===== config.mk =====
export PLATFORM = sky130hd
export DESIGN_NAME = pdbs_ctrl
export DESIGN_NICKNAME = d
export VERILOG_FILES = /design/src/pdbs_pkg.sv /design/src/pdbs_ctrl.sv
export SDC_FILE = /design/constraint.sdc
export NUM_CORES = 1
export LEC_CHECK = 0
export BUFFER_PORTS_ARGS = -buffer_cell sky130_fd_sc_hd__buf_2
export CORE_AREA = 2 2 39 41
export DETAILED_ROUTE_END_ITERATION = 12
export DIE_AREA = 0 0 41 43
export PLACE_DENSITY = 0.3
export SYNTH_ARGS = -nofsm -noshare
export SYNTH_HDL_FRONTEND = slang
export SYNTH_SLANG_ARGS = --single-unit

===== constraint.sdc =====
create_clock -name aclk -period 2.6 [get_ports aclk]
set_input_delay 0.13 -clock aclk [delete_from_list [all_inputs] [get_ports aclk]]
set_output_delay 0.13 -clock aclk [all_outputs]
set_load 0.005 [all_outputs]

===== src/pdbs_pkg.sv =====
// shared types and constants for the packet dispatch scoreboard
// no dependencies; imported by pdbs_ctrl, pdbs_datapath and the top level
package pdbs_pkg;

    localparam int SLOTS    = 64;
    localparam int SLOT_W   = $clog2(SLOTS);
    localparam int MODE_W   = 3;
    localparam int TYPE_W   = 5;
    localparam int PEER_W   = 6;
    localparam int ID_W     = 64;
    localparam int LEVEL_W  = 64;
    localparam int STATUS_W = 3;

    typedef enum logic [MODE_W-1:0] {
        MODE_QUERY        = 3'd0,
        MODE_HARD_MARK    = 3'd1,
        MODE_HARD_UNMARK  = 3'd2,
        MODE_PEER_MARK    = 3'd3,
        MODE_PEER_UNMARK  = 3'd4,
        MODE_LEVEL_SET    = 3'd5,
        MODE_LEVEL_UNSET  = 3'd6
    } mode_t;

    typedef enum logic [STATUS_W-1:0] {
        ST_OK      = 3'd0,
        ST_DUP     = 3'd1,
        ST_MISSING = 3'd2,
        ST_FULL    = 3'd3,
        ST_LEVEL   = 3'd4
    } status_t;

    typedef enum logic [1:0] {
        KIND_HARD  = 2'd0,
        KIND_PEER  = 2'd1,
        KIND_LEVEL = 2'd2
    } kind_t;

    typedef struct packed {
        kind_t               kind;
        logic [TYPE_W-1:0]   slot_type;
        logic [PEER_W-1:0]   peer;
        logic [ID_W-1:0]     id;
        logic [LEVEL_W-1:0]  level;
    } slot_t;

    localparam int SLOT_BITS = $bits(slot_t);

    typedef enum logic [1:0] {
        S_IDLE,
        S_SCAN,
        S_DRAIN,
        S_DONE
    } state_t;

    // controller to datapath
    typedef struct packed {
        logic capture;
        logic issue;
        logic commit;
    } ctrl_cmd_t;

    // datapath to controller
    typedef struct packed {
        logic issue_last;
        logic out_free;
    } dp_stat_t;

endpackage


===== src/pdbs_ctrl.sv =====
// sequencing state machine for the scoreboard: accept, scan, drain, commit
// depends on pdbs_pkg
module pdbs_ctrl (
    input  logic                aclk,
    input  logic                aresetn,
    input  logic                s_valid,
    output logic                s_ready,
    input  pdbs_pkg::dp_stat_t  stat,
    output pdbs_pkg::ctrl_cmd_t cmd
);
    import pdbs_pkg::*;

    state_t state_reg, state_next;

    always_ff @(posedge aclk) begin
        if (!aresetn) begin
            state_reg <= S_IDLE;
        end else begin
            state_reg <= state_next;
        end
    end

    always_comb begin
        state_next = state_reg;
        unique case (state_reg)
            S_IDLE: begin
                if (s_valid) state_next = S_SCAN;
            end
            S_SCAN: begin
                if (stat.issue_last) state_next = S_DRAIN;
            end
            S_DRAIN: begin
                state_next = S_DONE;
            end
            S_DONE: begin
                if (stat.out_free) state_next = S_IDLE;
            end
            default: state_next = S_IDLE;
        endcase
    end

    always_comb begin
        s_ready     = 1'b0;
        cmd         = '0;
        unique case (state_reg)
            S_IDLE: begin
                s_ready     = 1'b1;
                cmd.capture = s_valid;
            end
            S_SCAN: begin
                cmd.issue = 1'b1;
            end
            S_DRAIN: begin
            end
            S_DONE: begin
                cmd.commit = stat.out_free;
            end
            default: begin
            end
        endcase
    end

endmodule


Word level (Yosys, flattened, before mapping) --
Cells that the tools add are included.
Storage, ports and cells: word-level logic and storage cells 17, register bits after elaboration 2, output and inout port bits 4, input bits 5
Operators by class: muxes and demuxes 8, equal/unequal tests 6, reductions and logical operators 2
Operators by type and width (number):
- case mux 2 bit (4 select lines) | 1
- two-way mux 2 bit | 3
- != test 2 bit (second input constant) | 3
- == test 2 bit (second input constant) | 2
- two-way mux 1 bit | 4
- AND reduction 3 bit | 1
- == test 2 x 1 -> 1 bit (second input constant) | 1
- zero test 2 bit | 1

Logic depth before layout (Yosys ltp) --
Gate-level depths: netlist (run 1).
depth in word-level cells 3, gate-level depth with buffers 4, mapped depth without buffers 4

Worst setup path after synthesis (run 1) --
Ideal clock, no wire load.
path kind reg2reg, from register state_reg[0], to register state_reg[0], cell stages (with the launch flop) 5, clock period less this slack 1.384 ns, data required time 2.528 ns, path slack 1.216 ns, setup time 0.072 ns, buffers on the path 0, arrival 1.312 ns, cell sequence dfxtp_1 inv_1 ha_1 a222oi_1 mux2i_1
Between the ends: word-level cells in the longest chain between the ends 3, elaborated cells between the ends (all ways) 9, classes of those cells 6 x eq/ne; 1 x mux; 2 x reduce/logical
Ends and longest elaborated chain:
- start, declared | RTL line pdbs_ctrl.sv:13 | state_t state_reg, state_next;
- start signal, assigned | RTL line pdbs_ctrl.sv:19 | state_reg <= state_next;
- == test 2 x 1 -> 1 bit (tied with other cells) | RTL line pdbs_ctrl.sv:25 | unique case (state_reg)
- != test 2 bit (no line)
- AND reduction 3 bit (no line)
Several ways; a longest one is shown, not always the timed one. A chain may end at the register's enable or synchronous reset.

Worst setup path after layout (run 1) --
from register state_reg[1], to register state_reg[0]
Same word-level chain as after synthesis.

==> metrics, run 1 <==
status complete, no violations; final worst setup slack 1.095 ns; synth warn 0; headroom to the max-slew limit 0.6595; syn avg cell area 8.508 um2; register area 40.04 um2; CTS H-tree lvls 1; I/O pin cnt 9; Worst EP arrival 1.65 ns; CTS tree yes; final-report max-slew violation count 0; P_leak 0.1364 nW; Pint 0.1562 mW; DP Wirelength 322 um; GR Util All Layers 0.05405; pwr dens 968.0 nW/um2; met3 GRT Util 0.06283; switching pwr 0.08845 mW; register area share after synthesis 0.2353; Iter 0 DRT Violations 3; Clock power frac 0.276; Via density 3.404; DP Worst Slack 1.083 ns; GRT busiest layer met2; First-pass DRT Iterations 4; count of final hold-check violations 0; crit path kind flop to flop; Achievable Freq 664.3 MHz; Synth top area share 0.2941; Distinct cells, synth 10; hold path depth 3; part of the power in registers 0.245; Post-Synth XOR/XNOR Area 0; Wirelength per Cell 8.191 um; CP max stage delay 0.51 ns; share of layout cells above drive strength 1 0.4194; Worst R2R Path Depth 4; Initial Util 0.1230; Final Wtd Congestion 0.5023; CP max stage cell a222oi_1; routed wire length 385 um; Vias 160; Cell Chain, Critical Path inv_1 -> ha_1 -> a222oi_1 -> mux2i_1; Residual DRC 0; PortBufs 8; Final TNS setup 0 ns; post-synthesis instance total 20; top post-synthesis cells by area ha_1 (29%), dfxtp_1 (24%), mux2i_1 (12%), inv_1 (8.8%), nand2_1 (6.6%); Yosys reg bits 2; Placement Rows 14; IR drop worst, VDD 363.1 uV; commonest non-fill, non-tap cell in the layout buf_2; max cap viols 0; clock-pin slew on the worst setup and hold paths 0.03 ns; Pwr Total 0.2447 mW; hold crit path type input pin to flop; critical path fanouts, max 4; GRT Residual Overflow 0; Hold WS 0.1979 ns; worst skew pair latency 0.22 ns; combinational fraction of design power 0.479; unrepaired setup endpoints after global routing false; Setup Viol. Count Final 0; die area 1763 um2; first-pass GRT wire length 579 um; switch share 0.3615; Netlist Area Pre-Place 170.2 um2; CTS sink cnt 2; Setup crit start kind flop; Total Nets Final 42; CTS root buffer clkbuf_4; Post-CTS Hold Fix Bufs 0; Synth area leader ha_1; Worst setup EP type flop; compound-gate portion of the synthesized area 0.08824; Area Growth Syn to Fin 48.53%; met2 usage 0.07188; met1 Use GR 0.05096; Post-CTS Setup Bufs 0; max reg flops 2; Worst EP required 2.75 ns; core area 1384 um2; area of the multi-input gates 110.1 um2; pin count of the biggest net entering global routing 5; most frequent cells in the layout buf_2 (8), inv_1 (4), ha_1 (4), nand2_1 (3), clkbuf_4 (3); main combinational cell family by area after synthesis adder cells; Tcrit/Tclk final 0.5790; post_cts resized 0; Die W 41 um; post-synthesis mux area share 0.1176; simple-gate share of the synthesized area 0.1471; Syn Nets 29; min Tclk post-route 1.505 ns; Clock Skew 0.004326 ns; initial antenna violation count 0; post-synthesis adder-cell area fraction 0.2941; number of global-route vias before repair 162; total CTS buffers 3; Die H 43 um; Worst-Margin Slew 0.5108 ns; # diodes 0; FILL cells 158; Final ANT Viol Nets 0; clk buf depth 2
==> layout make-up <==
type / instances / share of cell area
multi-input cells: 13 / 0.4356
flip-flops and latches: 2 / 0.1584
repair buffers: 8 / 0.1584
clock buffers: 3 / 0.08911
inverters: 5 / 0.07921
well taps: 16 / 0.07921
==> final timing paths <==
check                 endpoint          from  slack [ns]
hold / removal    state_reg[1]       aresetn        0.20
hold reg to reg   state_reg[0]  state_reg[0]        0.50
setup reg to reg  state_reg[0]  state_reg[1]        1.09
setup / recovery  state_reg[0]  state_reg[1]        1.09
==> power by group through the flow <==
stage | logic [mW] | registers (mW) | clock network (mW)
2_1_floorplan | 0.0797 | 0.0565 | 0
3_3_place_gp | 0.121 | 0.0597 | 0
3_5_place_dp | 0.120 | 0.0605 | 0
4_1_cts | 0.120 | 0.0600 | 0.0714
5_1_grt | 0.136 | 0.0616 | 0.0783
6_report | 0.117 | 0.0598 | 0.0675
==> synth_stat cells <==
| library cell | instances |
|---|---|
| mux2i_1 | 2 |
| and2_1 | 1 |
| inv_1 | 4 |
| and2_2 | 1 |
| o21ai_0 | 1 |
| dfxtp_1 | 2 |
| clkinvlp_2 | 1 |
| nand2_1 | 3 |
| a222oi_1 | 1 |
| ha_1 | 4 |
==> worst max-delay path, delay by kind of cell, from the launching register on <==
family	cells	cell delay [ns]
multiplexers	1	0.24
buffers and inverters	1	0.08
AO/OA/AOI/OAI	1	0.51
adder cells (fa/ha/maj)	1	0.22
flip-flops	1	0.38
==> through the flow <==
| step | area (um2) | util | std cells |
|---|---|---|---|
| floorplan | 170.2 | - | 20 |
| global placement | 230.2 | 0.1664 | 44 |
| detailed placement | 230.2 | 0.1664 | 44 |
| CTS | 252.7 | 0.1826 | 47 |
| global route | 252.7 | 0.1826 | 47 |
| finish | 252.7 | 0.1826 | 47 |
==> cells by family after synthesis <==
group / Yosys count
compound gates: 2
fa+ha+maj: 4
buf+inv: 5
flops: 2
mux: 2
simple gates: 5
==> layer usage <==
metal	wire, um	vias to the layer above
met4	0	0
li1	-	86
met5	0	-
met2	146	9
met3	39	0
met1	199	65
(Power assumes the default switching activity.)
==> run 2: changes to the inputs <==
==> constraint.sdc (replaced) <==
create_clock -name aclk -period 1.54 [get_ports aclk]
set_input_delay 0.077 -clock aclk [delete_from_list [all_inputs] [get_ports aclk]]
set_output_delay 0.077 -clock aclk [all_outputs]
set_load 0.005 [all_outputs]
==> run 2 against run 1 <==
Routed wire length increased by 1.3%. Critical path depth increased by 1. Clock skew decreased by 0.0035 ns. Maximum frequency increased by 5.1%. Clock power increased by 70%. Combinational power increased by 110%. Via count increased by 7.5%. Critical path type unchanged. Largest cell class unchanged. Largest power group unchanged. Highest routed layer unchanged.
==> metrics, run 2 (same netlist as run 1, synthesis figures left out) <==
status complete, no violations; headroom to the max-slew limit 0.8237; HP Start aresetn; pin count of the biggest net entering global routing 5; Die W 41 um; Tcrit/Tclk final 0.9302; die area 1763 um2; First-pass DRT Iterations 4; CTS H-tree lvls 1; critical path fanouts, max 4; Placement Rows 14; Post-CTS Setup Bufs 0; Setup crit start kind flop; CTS sink cnt 2; Worst-Margin Slew 0.2645 ns; Residual DRC 0; worst skew pair latency 0.22 ns; Achievable Freq 698.0 MHz; Vias 172; PortBufs 8; Worst EP required 1.69 ns; unrepaired setup endpoints after global routing false; share of layout cells above drive strength 1 0.4545; Final TNS setup 0 ns; most frequent cells in the layout buf_2 (8), inv_1 (4), ha_1 (4), nand2_1 (3), clkbuf_4 (3); GRT Residual Overflow 0; GR Util All Layers 0.06406; crit path kind flop to flop; Worst EP arrival 1.58 ns; clk buf depth 2; # diodes 0; R2R Path Start state_reg[0]; Initial Util 0.1230; Iter 0 DRT Violations 2; Wirelength per Cell 7.959 um; count of final hold-check violations 0; CTS tree yes; Via density 3.510; min Tclk post-route 1.433 ns; Area Growth Syn to Fin 57.35%; DP Wirelength 322.1 um; Setup Viol. Count Final 0; core area 1384 um2; Final Wtd Congestion 0.5541; Crit path buffers/inverters 2; critical path's top delay family flip-flops; P_leak 0.1464 nW; clock-pin slew on the worst setup and hold paths 0.03 ns; I/O pin cnt 9; CP max stage cell dfxtp_1; number of global-route vias before repair 197; Die H 43 um; beginning of the critical path state_reg[0]; Clock Skew 0.0008046 ns; routed wire length 390 um; total CTS buffers 3; CTS root buffer clkbuf_4; Total Nets Final 44; hold crit path type input pin to flop; CP max stage delay 0.38 ns; Post-CTS Hold Fix Bufs 0; Worst setup EP type flop; first-pass GRT wire length 703 um; max reg flops 2; post_cts resized 0; final-report max-slew violation count 0; fin util 0.1935; IR drop worst, VDD 369.6 uV; initial antenna violation count 0; Cell Chain, Critical Path inv_1 -> ha_1 -> a222oi_1 -> buf_4 -> mux2i_1; pwr dens 1684 nW/um2; max cap viols 0; commonest non-fill, non-tap cell in the layout buf_2; Final ANT Viol Nets 0
## run 2: cell types whose count changed in the layout (fill, tap and decap cells not counted)
cell,delta
buf_4,+2
## run 2: cell type report
cell class	instances	area, um2
Inverter	5	20.02
Tap cell	16	20.02
Timing Repair Buffer	10	55.05
Sequential cell	2	40.04
Clock buffer	3	22.52
Fill cell	166	1116
Multi-Input combinational cell	13	110.1
## run 2: per-layer routing
| metal | track usage | vias to the layer above | routed length (um) |
|---|---|---|---|
| met5 | 0 | - | 0 |
| met4 | 0.08000 | 0 | 0 |
| met3 | 0.03141 | 0 | 47 |
| met2 | 0.09063 | 9 | 189 |
| met1 | 0.05414 | 73 | 154 |
| li1 | - | 90 | - |
## run 2: final timing paths
kind                            cells after the start           end  slack [ns]
worst max-delay path                                5  state_reg[0]        0.11
worst min-delay path                                3  state_reg[1]        0.14
worst max register to register                      5  state_reg[0]        0.11
worst min register to register                      2  state_reg[0]        0.51
## run 2: metrics by stage
stage                     area, um2  hold WS [ns]  setup WS [ns]  power [mW]  std cells
after floorplan               170.2        0.2233         0.1561      0.2300         20
after CTS                     267.8        0.1326        0.08766      0.4711         49
after global routing          267.8        0.1364        0.01706      0.5158         49
after detailed placement      245.2        0.3742         0.1076      0.3443         46
final                         267.8        0.1418         0.1074      0.4508         49
after global placement        245.2        0.3661        0.08767      0.3490         46
## run 2: worst register-to-register path, stage by stage (launching register included)
cell and delay [ns]:
dfxtp_1 0.38, inv_1 0.08, ha_1 0.24, a222oi_1 0.32, buf_4 0.18, mux2i_1 0.17
## run 2: power breakdown
| part | total [mW] | leakage [nW] | switching (mW) | internal [mW] |
|---|---|---|---|---|
| combinational | 0.240 | 0.116 | 0.109 | 0.132 |
| sequential | 0.0950 | 0.0165 | 0.0189 | 0.0761 |
| clock | 0.115 | 0.0138 | 0.0295 | 0.0859 |
| total | 0.451 | 0.146 | 0.157 | 0.294 |
